## src/rtl/srfp_pkg.sv

```systemverilog
// ----------------------------------------------------------------------------
// srfp_pkg - shared types and constants for the reply frame parser
// Command codes, scaling constants, the table row layout and the decoded
// operation handed from the framing stage to the table stage.
// ----------------------------------------------------------------------------
package srfp_pkg;

   // Default highest drive address on the bus.
   localparam int MaxAddrDefault = 32;

   // Encoder counts per revolution; the division is done as a shift, so this
   // must stay a power of two.
   localparam int          CountsPerRev = 65536;
   localparam int          RevShift     = $clog2(CountsPerRev);
   localparam logic [31:0] HalfRev      = 32'(CountsPerRev / 2);
   localparam logic [11:0] PosScale     = 12'd3600;
   localparam logic [3:0]  SpeedScale   = 4'd10;

   localparam logic [7:0] CheckReset = 8'd107;

   // Reply command codes.
   localparam logic [7:0] CmdSpeed    = 8'h35;
   localparam logic [7:0] CmdPosition = 8'h36;
   localparam logic [7:0] CmdShortF3  = 8'hF3;
   localparam logic [7:0] CmdShortF6  = 8'hF6;
   localparam logic [7:0] CmdShortFd  = 8'hFD;
   localparam logic [7:0] CmdShortFe  = 8'hFE;

   // Result kinds.
   localparam logic [1:0] KindByte  = 2'd0;
   localparam logic [1:0] KindFrame = 2'd1;
   localparam logic [1:0] KindQuery = 2'd2;

   // One drive's stored status.
   typedef struct packed {
      logic [15:0]        update;
      logic signed [20:0] speed;
      logic signed [31:0] pos;
   } row_type;

   // Decoded work for one beat, passed to the table stage.
   typedef struct packed {
      logic [1:0]         kind;
      logic [7:0]         addr;
      logic [7:0]         cmd;
      logic               in_range;
      logic               wr_speed;
      logic               wr_pos;
      logic signed [20:0] speed;
      logic signed [31:0] pos;
   } op_type;

   // Frame length in bytes for a command, zero for an unknown command.
   function automatic logic [3:0] frame_len(input logic [7:0] cmd);
      logic [3:0] len;
      unique case (cmd)
         CmdSpeed:    len = 4'd6;
         CmdPosition: len = 4'd8;
         CmdShortF3, CmdShortF6, CmdShortFd, CmdShortFe: len = 4'd4;
         default:     len = 4'd0;
      endcase
      return len;
   endfunction

endpackage

```

## src/rtl/stepper_reply_frame_parser_unit.sv

```systemverilog
// ----------------------------------------------------------------------------
// stepper_reply_frame_parser_unit - motor bus reply frame parser
// Assembles reply frames from received bus bytes, keeps a status row per
// drive address, and answers queries for a drive's stored status.
// ----------------------------------------------------------------------------
//
//   Channel  Direction  Handshake              Contents
//   req_     in         req_tvalid/req_tready  one bus byte or one query
//   rsp_     out        rsp_tvalid/rsp_tready  one result per request beat
//   csr_     in         csr_we                 check byte register
//
// The unit takes one beat per cycle while req_tready is high. Each request
// beat is registered into the table stage as its row is read, and is then
// merged into the result register. The table is a RAM with a per-entry
// valid bit, so after reset every row reads as zero at once and no clearing
// pass is needed. When rsp_tready is low the result register and the table
// stage hold, and req_tready drops only when both of them are full.
// ----------------------------------------------------------------------------
module stepper_reply_frame_parser_unit #(
   parameter int MAX_ADDR = srfp_pkg::MaxAddrDefault
) (
   input  logic        clock,
   input  logic        reset,
   input  logic        req_tvalid,
   output logic        req_tready,
   // [7:0] rx_byte, [15:8] query_addr
   input  logic [15:0] req_tdata,
   // [0] opcode: 0 bus byte, 1 query
   input  logic        req_tuser,
   output logic        rsp_tvalid,
   input  logic        rsp_tready,
   // [7:0] drive_addr, [15:8] reply_cmd, [47:16] position_tenth_deg,
   // [68:48] speed_tenth_rpm, [84:69] update_count, [87:85] zero
   output logic [87:0] rsp_tdata,
   // [1:0] result_kind
   output logic [1:0]  rsp_tuser,
   input  logic        csr_we,
   input  logic [7:0]  csr_wdata
);

   srfp_pkg::op_type  op;
   srfp_pkg::row_type rsp_row;
   logic              req_accept;
   logic [7:0]        rsp_addr;
   logic [7:0]        rsp_cmd;

   // The framing state only moves when a beat is really taken.
   assign req_accept = req_tvalid && req_tready;

   // Stage one: framing, length and check byte, and scaling of the
   // speed and position values. The slow arithmetic is done on the data
   // bytes before the check byte arrives, so the last byte only needs a
   // rounding add and a sign select.
   srfp_frame #(
      .MAX_ADDR (MAX_ADDR)
   ) u_frame (
      .clock      (clock),
      .reset      (reset),
      .accept     (req_accept),
      .opcode     (req_tuser),
      .rx_byte    (req_tdata[7:0]),
      .query_addr (req_tdata[15:8]),
      .csr_we     (csr_we),
      .csr_wdata  (csr_wdata),
      .op         (op)
   );

   // Stage two: status table read-modify-write and the result register.
   srfp_table #(
      .MAX_ADDR (MAX_ADDR)
   ) u_table (
      .clock     (clock),
      .reset     (reset),
      .in_valid  (req_tvalid),
      .in_ready  (req_tready),
      .op_in     (op),
      .rsp_valid (rsp_tvalid),
      .rsp_ready (rsp_tready),
      .rsp_kind  (rsp_tuser),
      .rsp_addr  (rsp_addr),
      .rsp_cmd   (rsp_cmd),
      .rsp_row   (rsp_row)
   );

   // Result fields packed from the lowest bit up, padded to whole bytes.
   assign rsp_tdata = {3'b000, rsp_row.update, rsp_row.speed, rsp_row.pos,
                       rsp_cmd, rsp_addr};

endmodule

```

## src/rtl/srfp_ram.sv

```systemverilog
// ----------------------------------------------------------------------------
// srfp_ram - generic single-port-write, single-port-read RAM
// One write and one registered read per cycle.
// ----------------------------------------------------------------------------
module srfp_ram #(
   parameter int WIDTH = 8,
   parameter int DEPTH = 2
) (
   input  logic                     clock,
   input  logic                     wr_en,
   input  logic [$clog2(DEPTH)-1:0] wr_addr,
   input  logic [WIDTH-1:0]         wr_data,
   input  logic                     rd_en,
   input  logic [$clog2(DEPTH)-1:0] rd_addr,
   output logic [WIDTH-1:0]         rd_data
);

   logic [WIDTH-1:0] mem [DEPTH];
   logic [WIDTH-1:0] rd_data_ff;

   always_ff @(posedge clock) begin
      if (wr_en) begin
         mem[wr_addr] <= wr_data;
      end
      if (rd_en) begin
         rd_data_ff <= mem[rd_addr];
      end
   end

   assign rd_data = rd_data_ff;

endmodule

```

## src/rtl/srfp_frame.sv

```systemverilog
// ----------------------------------------------------------------------------
// srfp_frame - byte framing and value preparation
// Tracks the frame being received, checks length and check byte, and turns
// each beat into a decoded operation for the table stage.
// ----------------------------------------------------------------------------
module srfp_frame #(
   parameter int MAX_ADDR = srfp_pkg::MaxAddrDefault
) (
   input  logic                clock,
   input  logic                reset,
   input  logic                accept,
   input  logic                opcode,
   input  logic [7:0]          rx_byte,
   input  logic [7:0]          query_addr,
   input  logic                csr_we,
   input  logic [7:0]          csr_wdata,
   output srfp_pkg::op_type    op
);

   localparam logic [7:0] MaxAddr8 = 8'(MAX_ADDR);

   logic [7:0]         check_ff;
   logic [3:0]         bc_ff, bc_in;
   logic [3:0]         el_ff, el_in;
   logic [7:0]         fb_ff [8];
   logic               fb_wr;
   logic signed [20:0] speed_pre_ff;
   logic [31:0]        prod_ff;
   logic [3:0]         nbc;
   logic [3:0]         len;
   logic               data_beat;
   logic [19:0]        speed_mag;
   logic [31:0]        counts;
   logic [31:0]        ang;

   assign nbc       = bc_ff + 4'd1;
   assign len       = srfp_pkg::frame_len(rx_byte);
   assign data_beat = !opcode && (bc_ff != 4'd0) && !bc_ff[3];
   assign speed_mag = 20'({fb_ff[3], rx_byte}) * 20'(srfp_pkg::SpeedScale);
   assign counts    = {fb_ff[3], fb_ff[4], fb_ff[5], rx_byte};
   assign ang       = (prod_ff + srfp_pkg::HalfRev) >> srfp_pkg::RevShift;

   always_comb begin
      op    = '0;
      bc_in = bc_ff;
      el_in = el_ff;
      fb_wr = 1'b0;
      if (opcode) begin
         op.kind     = srfp_pkg::KindQuery;
         op.addr     = query_addr;
         op.in_range = (query_addr <= MaxAddr8);
      end else begin
         op.kind = srfp_pkg::KindByte;
         priority if (bc_ff == 4'd0) begin
            if (rx_byte != 8'd0 && rx_byte <= MaxAddr8) begin
               fb_wr = 1'b1;
               bc_in = 4'd1;
            end
         end else if (bc_ff[3]) begin
            bc_in = 4'd0;
            el_in = 4'd0;
         end else begin
            fb_wr = 1'b1;
            bc_in = nbc;
            priority if (nbc == 4'd2) begin
               el_in = len;
               if (len == 4'd0) begin
                  bc_in = 4'd0;
               end
            end else if (nbc < el_ff) begin
               bc_in = nbc;
            end else if (nbc != el_ff || rx_byte != check_ff) begin
               bc_in = 4'd0;
               el_in = 4'd0;
            end else begin
               // Complete frame with a good check byte.
               bc_in       = 4'd0;
               el_in       = 4'd0;
               op.kind     = srfp_pkg::KindFrame;
               op.addr     = fb_ff[0];
               op.cmd      = fb_ff[1];
               op.in_range = 1'b1;
               op.wr_speed = (fb_ff[1] == srfp_pkg::CmdSpeed);
               op.wr_pos   = (fb_ff[1] == srfp_pkg::CmdPosition);
               op.speed    = speed_pre_ff;
               op.pos      = (fb_ff[2] != 8'd0) ? 32'd0 - ang : ang;
            end
         end
      end
   end

   always_ff @(posedge clock) begin
      if (reset) begin
         check_ff <= srfp_pkg::CheckReset;
         bc_ff    <= 4'd0;
         el_ff    <= 4'd0;
      end else begin
         if (csr_we) begin
            check_ff <= csr_wdata;
         end
         if (accept) begin
            bc_ff <= bc_in;
            el_ff <= el_in;
         end
      end
   end

   // Frame bytes and the values prepared ahead of the check byte.
   always_ff @(posedge clock) begin
      if (accept && fb_wr) begin
         fb_ff[bc_ff[2:0]] <= rx_byte;
      end
      if (accept && data_beat && nbc == 4'd5) begin
         speed_pre_ff <= (fb_ff[2] != 8'd0) ? 21'd0 - {1'b0, speed_mag} : {1'b0, speed_mag};
      end
      if (accept && data_beat && nbc == 4'd7) begin
         prod_ff <= 32'(counts * 32'(srfp_pkg::PosScale));
      end
   end

endmodule

```

## src/rtl/srfp_table.sv

```systemverilog
// ----------------------------------------------------------------------------
// srfp_table - per-drive status table and result register
// Reads the addressed row as a beat enters, merges new values once the beat
// is registered, writes the row back and loads the result register.
// ----------------------------------------------------------------------------
module srfp_table #(
   parameter int MAX_ADDR = srfp_pkg::MaxAddrDefault
) (
   input  logic              clock,
   input  logic              reset,
   input  logic              in_valid,
   output logic              in_ready,
   input  srfp_pkg::op_type  op_in,
   output logic              rsp_valid,
   input  logic              rsp_ready,
   output logic [1:0]        rsp_kind,
   output logic [7:0]        rsp_addr,
   output logic [7:0]        rsp_cmd,
   output srfp_pkg::row_type rsp_row
);

   localparam int Depth = MAX_ADDR + 1;
   localparam int AW    = $clog2(Depth);

   srfp_pkg::op_type  op_ff;
   logic              op_valid_ff;
   logic              vld_rd_ff;
   logic              byp_hit_ff;
   srfp_pkg::row_type byp_row_ff;
   logic [Depth-1:0]  vld_ff;
   logic              rsp_valid_ff;
   logic [1:0]        rsp_kind_ff;
   logic [7:0]        rsp_addr_ff;
   logic [7:0]        rsp_cmd_ff;
   srfp_pkg::row_type rsp_row_ff, rsp_row_in;

   logic              move;
   logic              accept;
   logic [AW-1:0]     rd_addr;
   logic [AW-1:0]     wr_addr;
   logic              ram_we;
   srfp_pkg::row_type ram_rd;
   srfp_pkg::row_type old_row;
   srfp_pkg::row_type new_row;

   assign move     = op_valid_ff && (!rsp_valid_ff || rsp_ready);
   assign in_ready = !op_valid_ff || move;
   assign accept   = in_valid && in_ready;
   assign rd_addr  = op_in.in_range ? op_in.addr[AW-1:0] : '0;
   assign wr_addr  = op_ff.addr[AW-1:0];
   assign ram_we   = move && op_ff.in_range && (op_ff.wr_speed || op_ff.wr_pos);

   always_comb begin
      old_row = byp_hit_ff ? byp_row_ff : (vld_rd_ff ? ram_rd : '0);
      new_row = old_row;
      if (op_ff.wr_speed) begin
         new_row.speed = op_ff.speed;
      end
      if (op_ff.wr_pos) begin
         new_row.pos    = op_ff.pos;
         new_row.update = old_row.update + 16'd1;
      end
      rsp_row_in = op_ff.in_range ? new_row : '0;
   end

   srfp_ram #(
      .WIDTH ($bits(srfp_pkg::row_type)),
      .DEPTH (Depth)
   ) u_ram (
      .clock   (clock),
      .wr_en   (ram_we),
      .wr_addr (wr_addr),
      .wr_data (new_row),
      .rd_en   (accept),
      .rd_addr (rd_addr),
      .rd_data (ram_rd)
   );

   always_ff @(posedge clock) begin
      if (reset) begin
         op_valid_ff  <= 1'b0;
         rsp_valid_ff <= 1'b0;
         vld_ff       <= '0;
      end else begin
         if (accept) begin
            op_valid_ff <= 1'b1;
         end else if (move) begin
            op_valid_ff <= 1'b0;
         end
         if (move) begin
            rsp_valid_ff <= 1'b1;
         end else if (rsp_ready) begin
            rsp_valid_ff <= 1'b0;
         end
         if (ram_we) begin
            vld_ff[wr_addr] <= 1'b1;
         end
      end
   end

   // A row written in the same cycle as it is read is taken from the bypass.
   always_ff @(posedge clock) begin
      if (accept) begin
         op_ff      <= op_in;
         vld_rd_ff  <= vld_ff[rd_addr];
         byp_hit_ff <= ram_we && (wr_addr == rd_addr);
         byp_row_ff <= new_row;
      end
      if (move) begin
         rsp_kind_ff <= op_ff.kind;
         rsp_addr_ff <= op_ff.addr;
         rsp_cmd_ff  <= op_ff.cmd;
         rsp_row_ff  <= rsp_row_in;
      end
   end

   assign rsp_valid = rsp_valid_ff;
   assign rsp_kind  = rsp_kind_ff;
   assign rsp_addr  = rsp_addr_ff;
   assign rsp_cmd   = rsp_cmd_ff;
   assign rsp_row   = rsp_row_ff;

`ifndef SYNTHESIS
   a_write_only_frames: assert property (@(posedge clock) disable iff (reset)
      ram_we |-> (op_ff.kind == srfp_pkg::KindFrame && op_valid_ff))
      else $error("table written by a beat that is not an accepted frame");

   a_written_row_valid: assert property (@(posedge clock) disable iff (reset)
      ram_we |=> vld_ff[$past(wr_addr)])
      else $error("written row not marked valid");

   a_result_from_move: assert property (@(posedge clock) disable iff (reset)
      $rose(rsp_valid_ff) |-> $past(move))
      else $error("result appeared without an operation leaving the table stage");
`endif

endmodule
```

## config.mk

```make
export PLATFORM = sky130hd
export DESIGN_NAME = stepper_reply_frame_parser_unit
export DESIGN_NICKNAME = d
export VERILOG_FILES = /design/src/rtl/srfp_pkg.sv /design/src/rtl/stepper_reply_frame_parser_unit.sv /design/src/rtl/srfp_ram.sv /design/src/rtl/srfp_frame.sv /design/src/rtl/srfp_table.sv
export SDC_FILE = /design/constraint.sdc
export NUM_CORES = 2
export LEC_CHECK = 0
export BUFFER_PORTS_ARGS = -buffer_cell sky130_fd_sc_hd__buf_2
export CELL_PAD_IN_SITES_DETAIL_PLACEMENT = 1
export CELL_PAD_IN_SITES_GLOBAL_PLACEMENT = 2
export CORE_MARGIN = 2
export CORE_UTILIZATION = 47
export CTS_CLUSTER_DIAMETER = 100
export DETAILED_ROUTE_END_ITERATION = 10
export PLACE_DENSITY = 0.76
export REMOVE_ABC_BUFFERS = 1
export SLEW_MARGIN = 0
export SYNTH_ARGS = -nofsm -noshare
export SYNTH_HDL_FRONTEND = slang
export SYNTH_SLANG_ARGS = --single-unit
```

## constraint.sdc

```tcl
create_clock -name clock -period 14.9 [get_ports clock]
set_input_delay 1.49 -clock clock [delete_from_list [all_inputs] [get_ports clock]]
set_output_delay 1.49 -clock clock [all_outputs]
set_load 0.005 [all_outputs]
```

After elaboration in Yosys (flattened, before gate mapping)
Memory sizes are Yosys's and may differ from the RTL's. A register that Yosys moved wholly into a read port is not among the register bits.
Index checks and enable logic that the tools add are counted.
{ "totals": {"ff_bits": 332, "ram_bits": 2341, "in_bits": 30, "memories": 2} }
{ "classes": {"n_addsub": 5, "n_mul": 2, "n_lt_le_gt_ge": 6, "eq_ne": 16, "n_mux": 41, "bitwise": 4, "n_reduce_logical": 34} }
{ "memory_table": {"columns": ["memory", "words", "word_bits", "rd", "rd_ports_with_merged_regs", "write_ports", "line_no", "rtl"], "rows": [
  ["u_table.u_ram.mem", 33, 69, 1, 1, 1, "srfp_ram.sv:18", "logic [WIDTH-1:0] mem [DEPTH];"],
  ["u_frame.fb_ff", 8, 8, 6, 0, 1, "srfp_frame.sv:25", "logic [7:0] fb_ff [8];"]
]} }
{ "op_table": {"columns": ["cell", "n"], "rows": [
  ["74-bit two-way mux", 4],
  ["69-bit two-way mux", 2],
  ["73-bit two-way mux", 1],
  ["32-bit two-way mux", 2],
  ["4-bit two-way mux", 9],
  ["33-bit OR", 1],
  ["32-bit by 16-bit adder with 32-bit output, second input constant", 1],
  ["8-bit by 6-bit == test with 1-bit output, second input constant", 4],
  ["8-bit == test, second input constant", 4],
  ["32-bit by 8-bit multiplier with 28-bit output, second input constant", 1],
  ["21-bit two-way mux", 1],
  ["1-bit by 20-bit subtractor with 21-bit output, first input constant", 1],
  ["20-bit two-way mux", 1],
  ["16-bit by 3-bit multiplier with 19-bit output, second input constant", 1],
  ["1-bit by 16-bit subtractor with 17-bit output, first input constant", 1],
  ["16-bit by 1-bit adder with 16-bit output, second input constant", 1],
  ["8-bit by 6-bit less-or-equal comparator with 1-bit output, second input constant", 2],
  ["16-bit two-way mux", 1],
  ["8-bit nonzero test", 2],
  ["1-bit two-way mux", 15],
  ["6-bit by 7-bit less-than comparator with 1-bit output, second input constant", 2],
  ["1-bit logical AND", 13],
  ["4-bit one-hot mux with 3 select lines", 1],
  ["4-bit by 3-bit == test with 1-bit output, second input constant", 2],
  ["25 further kinds", 35]
]} }

Longest topological paths before layout
{ "logic_depth": {"depth_word": 12, "mapped_depth": 19, "depth_no_buf": 19} }

Hierarchy
A second synthesis with hierarchy kept.
{ "hier_totals": {"hier_cells": 5696, "hier_area_um2": 108466.5} }
{ "by_module_without_submodules": {"columns": ["mod", "n_inst", "cells_each", "area_each_um2"], "rows": [
  ["srfp_ram", 1, 4045, 88989.1],
  ["srfp_table", 1, 791, 10726.5],
  ["srfp_frame", 1, 855, 8718.4],
  ["stepper_reply_frame_parser_unit", 1, 5, 32.5]
]} }

Least setup slack after synthesis
OpenSTA, ideal clock, no wires.
{ "synth_path": {"path_kind": "in2reg", "startpoint": "input rsp_tready", "endpoint": "memory u_table.u_ram.mem[32][0] (netlist name), enable pin", "setup_ns": 0.583, "arrival_time_ns": 10.999, "required_ns": 14.317, "slack_ns": 3.318, "stages": 4, "cell_sequence": "nor2b_1 > nor2b_1 > o211ai_1 > nor3_1"} }
{ "synth_via": {"elab_chain_cells": 6} }
{ "synth_rtl": {"columns": ["item", "line_no", "rtl"], "rows": [
  ["start: declaration", "stepper_reply_frame_parser_unit.sv:31", "input logic rsp_tready,"],
  ["1-bit logical OR", "srfp_table.sv:46", "assign move = op_valid_ff && (!rsp_valid_ff || rsp_ready);"],
  ["1-bit logical AND", "srfp_table.sv:46", null],
  ["net u_table.move", "srfp_table.sv:37", "logic move;"],
  ["1-bit logical AND (2 in a row)", "srfp_table.sv:51", "assign ram_we = move && op_ff.in_range && (op_ff.wr_speed || op_ff.wr_pos);"],
  ["1-bit two-way mux", "srfp_ram.sv:22", "if (wr_en) begin"],
  ["1-bit two-way mux (not written as such)", "srfp_ram.sv:23", "mem[wr_addr] <= wr_data;"],
  ["end: declaration", "srfp_ram.sv:18", null]
]} }
The timed path passes the listed nets, and every way through them passes these cells.

Worst setup path in the final report
{ "layout_path": {"startpoint": "input req_tuser", "endpoint": "register u_table.u_ram.rd_data_ff[32] (netlist: u_table.u_ram.rd_data[32]) (read register of u_table.u_ram.mem) (data pin)"} }
{ "layout_via": {"elab_chain_cells": 2, "word_cells_on_any_way": 3, "classes_between": "3 x mux"} }
{ "layout_rtl": {"columns": ["item", "line_no", "rtl"], "rows": [
  ["start: declaration", "stepper_reply_frame_parser_unit.sv:29", "input logic req_tuser,"],
  ["8-bit two-way mux or 1-bit two-way mux (tied branches)", "srfp_frame.sv:48", "if (opcode) begin"],
  ["6-bit two-way mux *", "srfp_table.sv:49", "assign rd_addr = op_in.in_range ? op_in.addr[AW-1:0] : '0;"],
  ["end: declaration", "srfp_ram.sv:19", "logic [WIDTH-1:0] rd_data_ff;"]
]} }
Mark *: on every way between the ends. The rest lies on a longest branch, timed or not.
A chain may end at the register's enable or synchronous reset.

==> reports/results.ini <==
[floorplan]
dieArea_mm2=0.233
initial_core_util_pct=47.3
die_width_um=483
die_h_um=483
rows=175
core-area_mm2=0.228
ios=122

[logic_synthesis]
synthFlopType=edfxtp_1
synth_common_cells=2647 x edfxtp_1, 890 x nand2_1, 360 x nor2_1
synthCells=7170
synth_warnings=0
yosys.cell_types.count=91
ys_seq_area_share_pct=74.7
synthMuxAreaShare_pct=3.00
synth_top_area_share_pct=73.8
ys_ff_latch=2697
synthSimpleGateAreaFrac_pct=7.06
synth_compound_area_share_pct=10.0
async_flop_share_pct=0
synth_edf_count=2647
synth_fa_ha_area_share_pct=2.06
synth_top_family_by_area=compound AO/OA/AOI/OAI gates
synth.cell_area_mm2=0.108
yosys-top-cells-area=edfxtp_1 74%, nand2_1 3.1%, mux2i_1 2.9%
synth-xor-area-share_pct=0.862
synth_top_area_cell=edfxtp_1
avgSynthCellArea_um2=15.0
yosysMostFrequentCell=edfxtp_1

[clock_tree]
cts_buffers=295
hold_buffers=0
post_cts_buffers=0
cts_sinks=2697
cts_resized=0
clk_latency_ps=960
htreeDepth=5
ctsLongestPathBuffers=4
cts-root-buf=clkbuf_16
cts_tree=built
clkTransAtPathRegs_ps=60

[drt]
first_pass_iters=6
ant_nets=0
drt_iter0_markers=9964
vias=69800
avgViaCountPerCell=6.59
drc=0
finalWirelength_um=382000
routedWlPerCell_um=36.1

[cells_and_area]
nNetsFinal=7541
area_delta_synth_final_pct=12.8
final_core_util_pct=53.4
fill_cells=21500
drive_gt1_share_pct=12.0
fin_area_mm2=0.122

[worst_setup_path]
cp-end-kind=flop
crit_fanout=66
cp.arrival_ps=7470
critPathKind=in2reg
required_ps=15580
cp-start-kind=input pin

[power]
irDropWorstVdd_mv=0.146
p_leak_nw=41.8
power_density_mw_per_mm2=132
total_power_mw=16.0

[global_route]
grt_pass1_vias=70500
grt_max_degree=145
grt_pass1_wl_um=534000
overflow=0
grt.total_usage_pct=32.5
antenna_found_initial=20

[placed_design]
gp_congestion=0.867
portBuffers=118
post-dp-hpwl_um=201000
placedInstanceArea_mm2=0.113

[status]
status=completed

[hold_path]
hold_class=reg2reg

[sta]
grt_setup_unrepaired=false
fin_skew_ps=54.0
slew_headroom_pct=6.96
setup_viol=0
worst_slew_pin_slew_ps=1400
finalMaxSlewViolations=0
clock.fmax_mhz=147
finalCritPeriodShare_pct=45.6
period_needed_ps=6790
hold_violations=0

[flow_run]
max_cap_violations=0

-- cells in the final DEF (no fill, tap or decap), types with 62 or more instances in the layout --
| cell | synthesis | routed |
|---|---|---|
| edfxtp_1 | 2647 | 2647 |
| nand2_1 | 890 | 884 |
| mux2i_1 | 308 | 308 |
| clkbuf_16 | 0 | 302 |
| nor2_1 | 360 | 301 |
| a21oi_1 | 276 | 276 |
| o22ai_1 | 230 | 230 |
| o221ai_1 | 209 | 209 |
| buf_4 | 22 | 206 |
| a31oi_1 | 194 | 194 |
| o21ai_0 | 207 | 169 |
| nand3_1 | 134 | 133 |
| buf_2 | 153 | 118 |
| inv_1 | 119 | 117 |
| ha_1 | 113 | 113 |
| and2_1 | 83 | 83 |
| clkbuf_1 | 224 | 72 |
| a22oi_1 | 65 | 65 |
| and3_1 | 64 | 64 |
| clkinv_1 | 0 | 62 |
-- flip-flops by register name, indices dropped and copies added, names as in the netlist --
signal and flops:
u_table.u_ram.mem 2277, u_table.rsp_row 69, u_table.rsp_addr 8, u_frame.prod_ff 17
u_table.byp_hit_ff 1, u_table.vld_rd_ff 1, u_table.rsp_valid 1, u_frame.el_ff 3
u_table.u_ram.rd_data 69, u_table.op_ff 58, u_frame.fb_ff 48, u_table.byp_row_ff 69
u_frame.speed_pre_ff 20, u_table.rsp_cmd 8, u_table.rsp_kind 2, u_frame.bc_ff 4
u_frame.check_ff 8, u_table.vld_ff 33, u_table.op_valid_ff 1
-- report_power, final --
part / total [mW] / switching, mW / internal, mW
Combinational: 0.622 / 0.464 / 0.158
Sequential: 8.45 / 0.0256 / 8.43
Clock: 6.93 / 2.95 / 3.98
-- layout make-up --
cell class / instances / area, um2 / share of cell area, %
Sequential cell: 2697 / 80500 / 66.2
Clock inverter: 129 / 1030 / 0.845
Clock buffer: 374 / 7830 / 6.44
Timing Repair Buffer: 335 / 2360 / 1.94
Tap cell: 3009 / 3760 / 3.10
Antenna cell: 12 / 30.0 / 0.0247
Multi-Input combinational cell: 3910 / 25600 / 21.1
Inverter: 119 / 457 / 0.376
-- cells by family (layout without fill, tap and decap cells) --
kind of cell,count (synthesis),count (layout)
fa+ha+maj,153,153
compound gates,1588,1588
simple gates,1739,1739
flops,2697,2697
mux,321,321
xor+xnor,106,106
other cells,1,15
buf+inv,565,957
-- critical path, stage by stage --
cell and delay (ps):
buf_2 340, nor3b_1 600, nor2b_1 830, nand2_1 250
o31ai_4 120, buf_4 410, buf_4 590, buf_4 890
buf_4 840, o21ai_0 230, a21oi_1 210, o22ai_1 100
a221oi_1 360, a21oi_1 110
-- path summary, 6_finish.rpt --
kind | start | endpoint | slack [ps] | cells after the start
max | req_tuser | u_table.u_ram.rd_data[32] | 8110 | 14
min | u_table.op_ff[70] | u_table.rsp_addr[6] | 420 | 0
max reg2reg | u_frame.bc_ff[0] | u_table.u_ram.rd_data[32] | 8160 | 17
min reg2reg | u_table.op_ff[70] | u_table.rsp_addr[6] | 420 | 0
-- layer usage --
metal / wire [um] / GRT usage, %
met1: 149000 / 44.9
met2: 177000 / 51.4
met3: 39500 / 6.02
met4: 15700 / 12.2
met5: 67 / 0
-- metrics by stage --
step                setup TNS, ps  worst slack, ps  std cells  hold slack [ps]
floorplan                -1809750           -26650       6726              400
global placement                0             7400      10100              402
detailed placement              0             7350      10100              405
CTS                             0             8230      10600              422
global route                    0             7950      10600              426
finish                          0             8110      10600              423
Power figures use the tool's default switching activity.
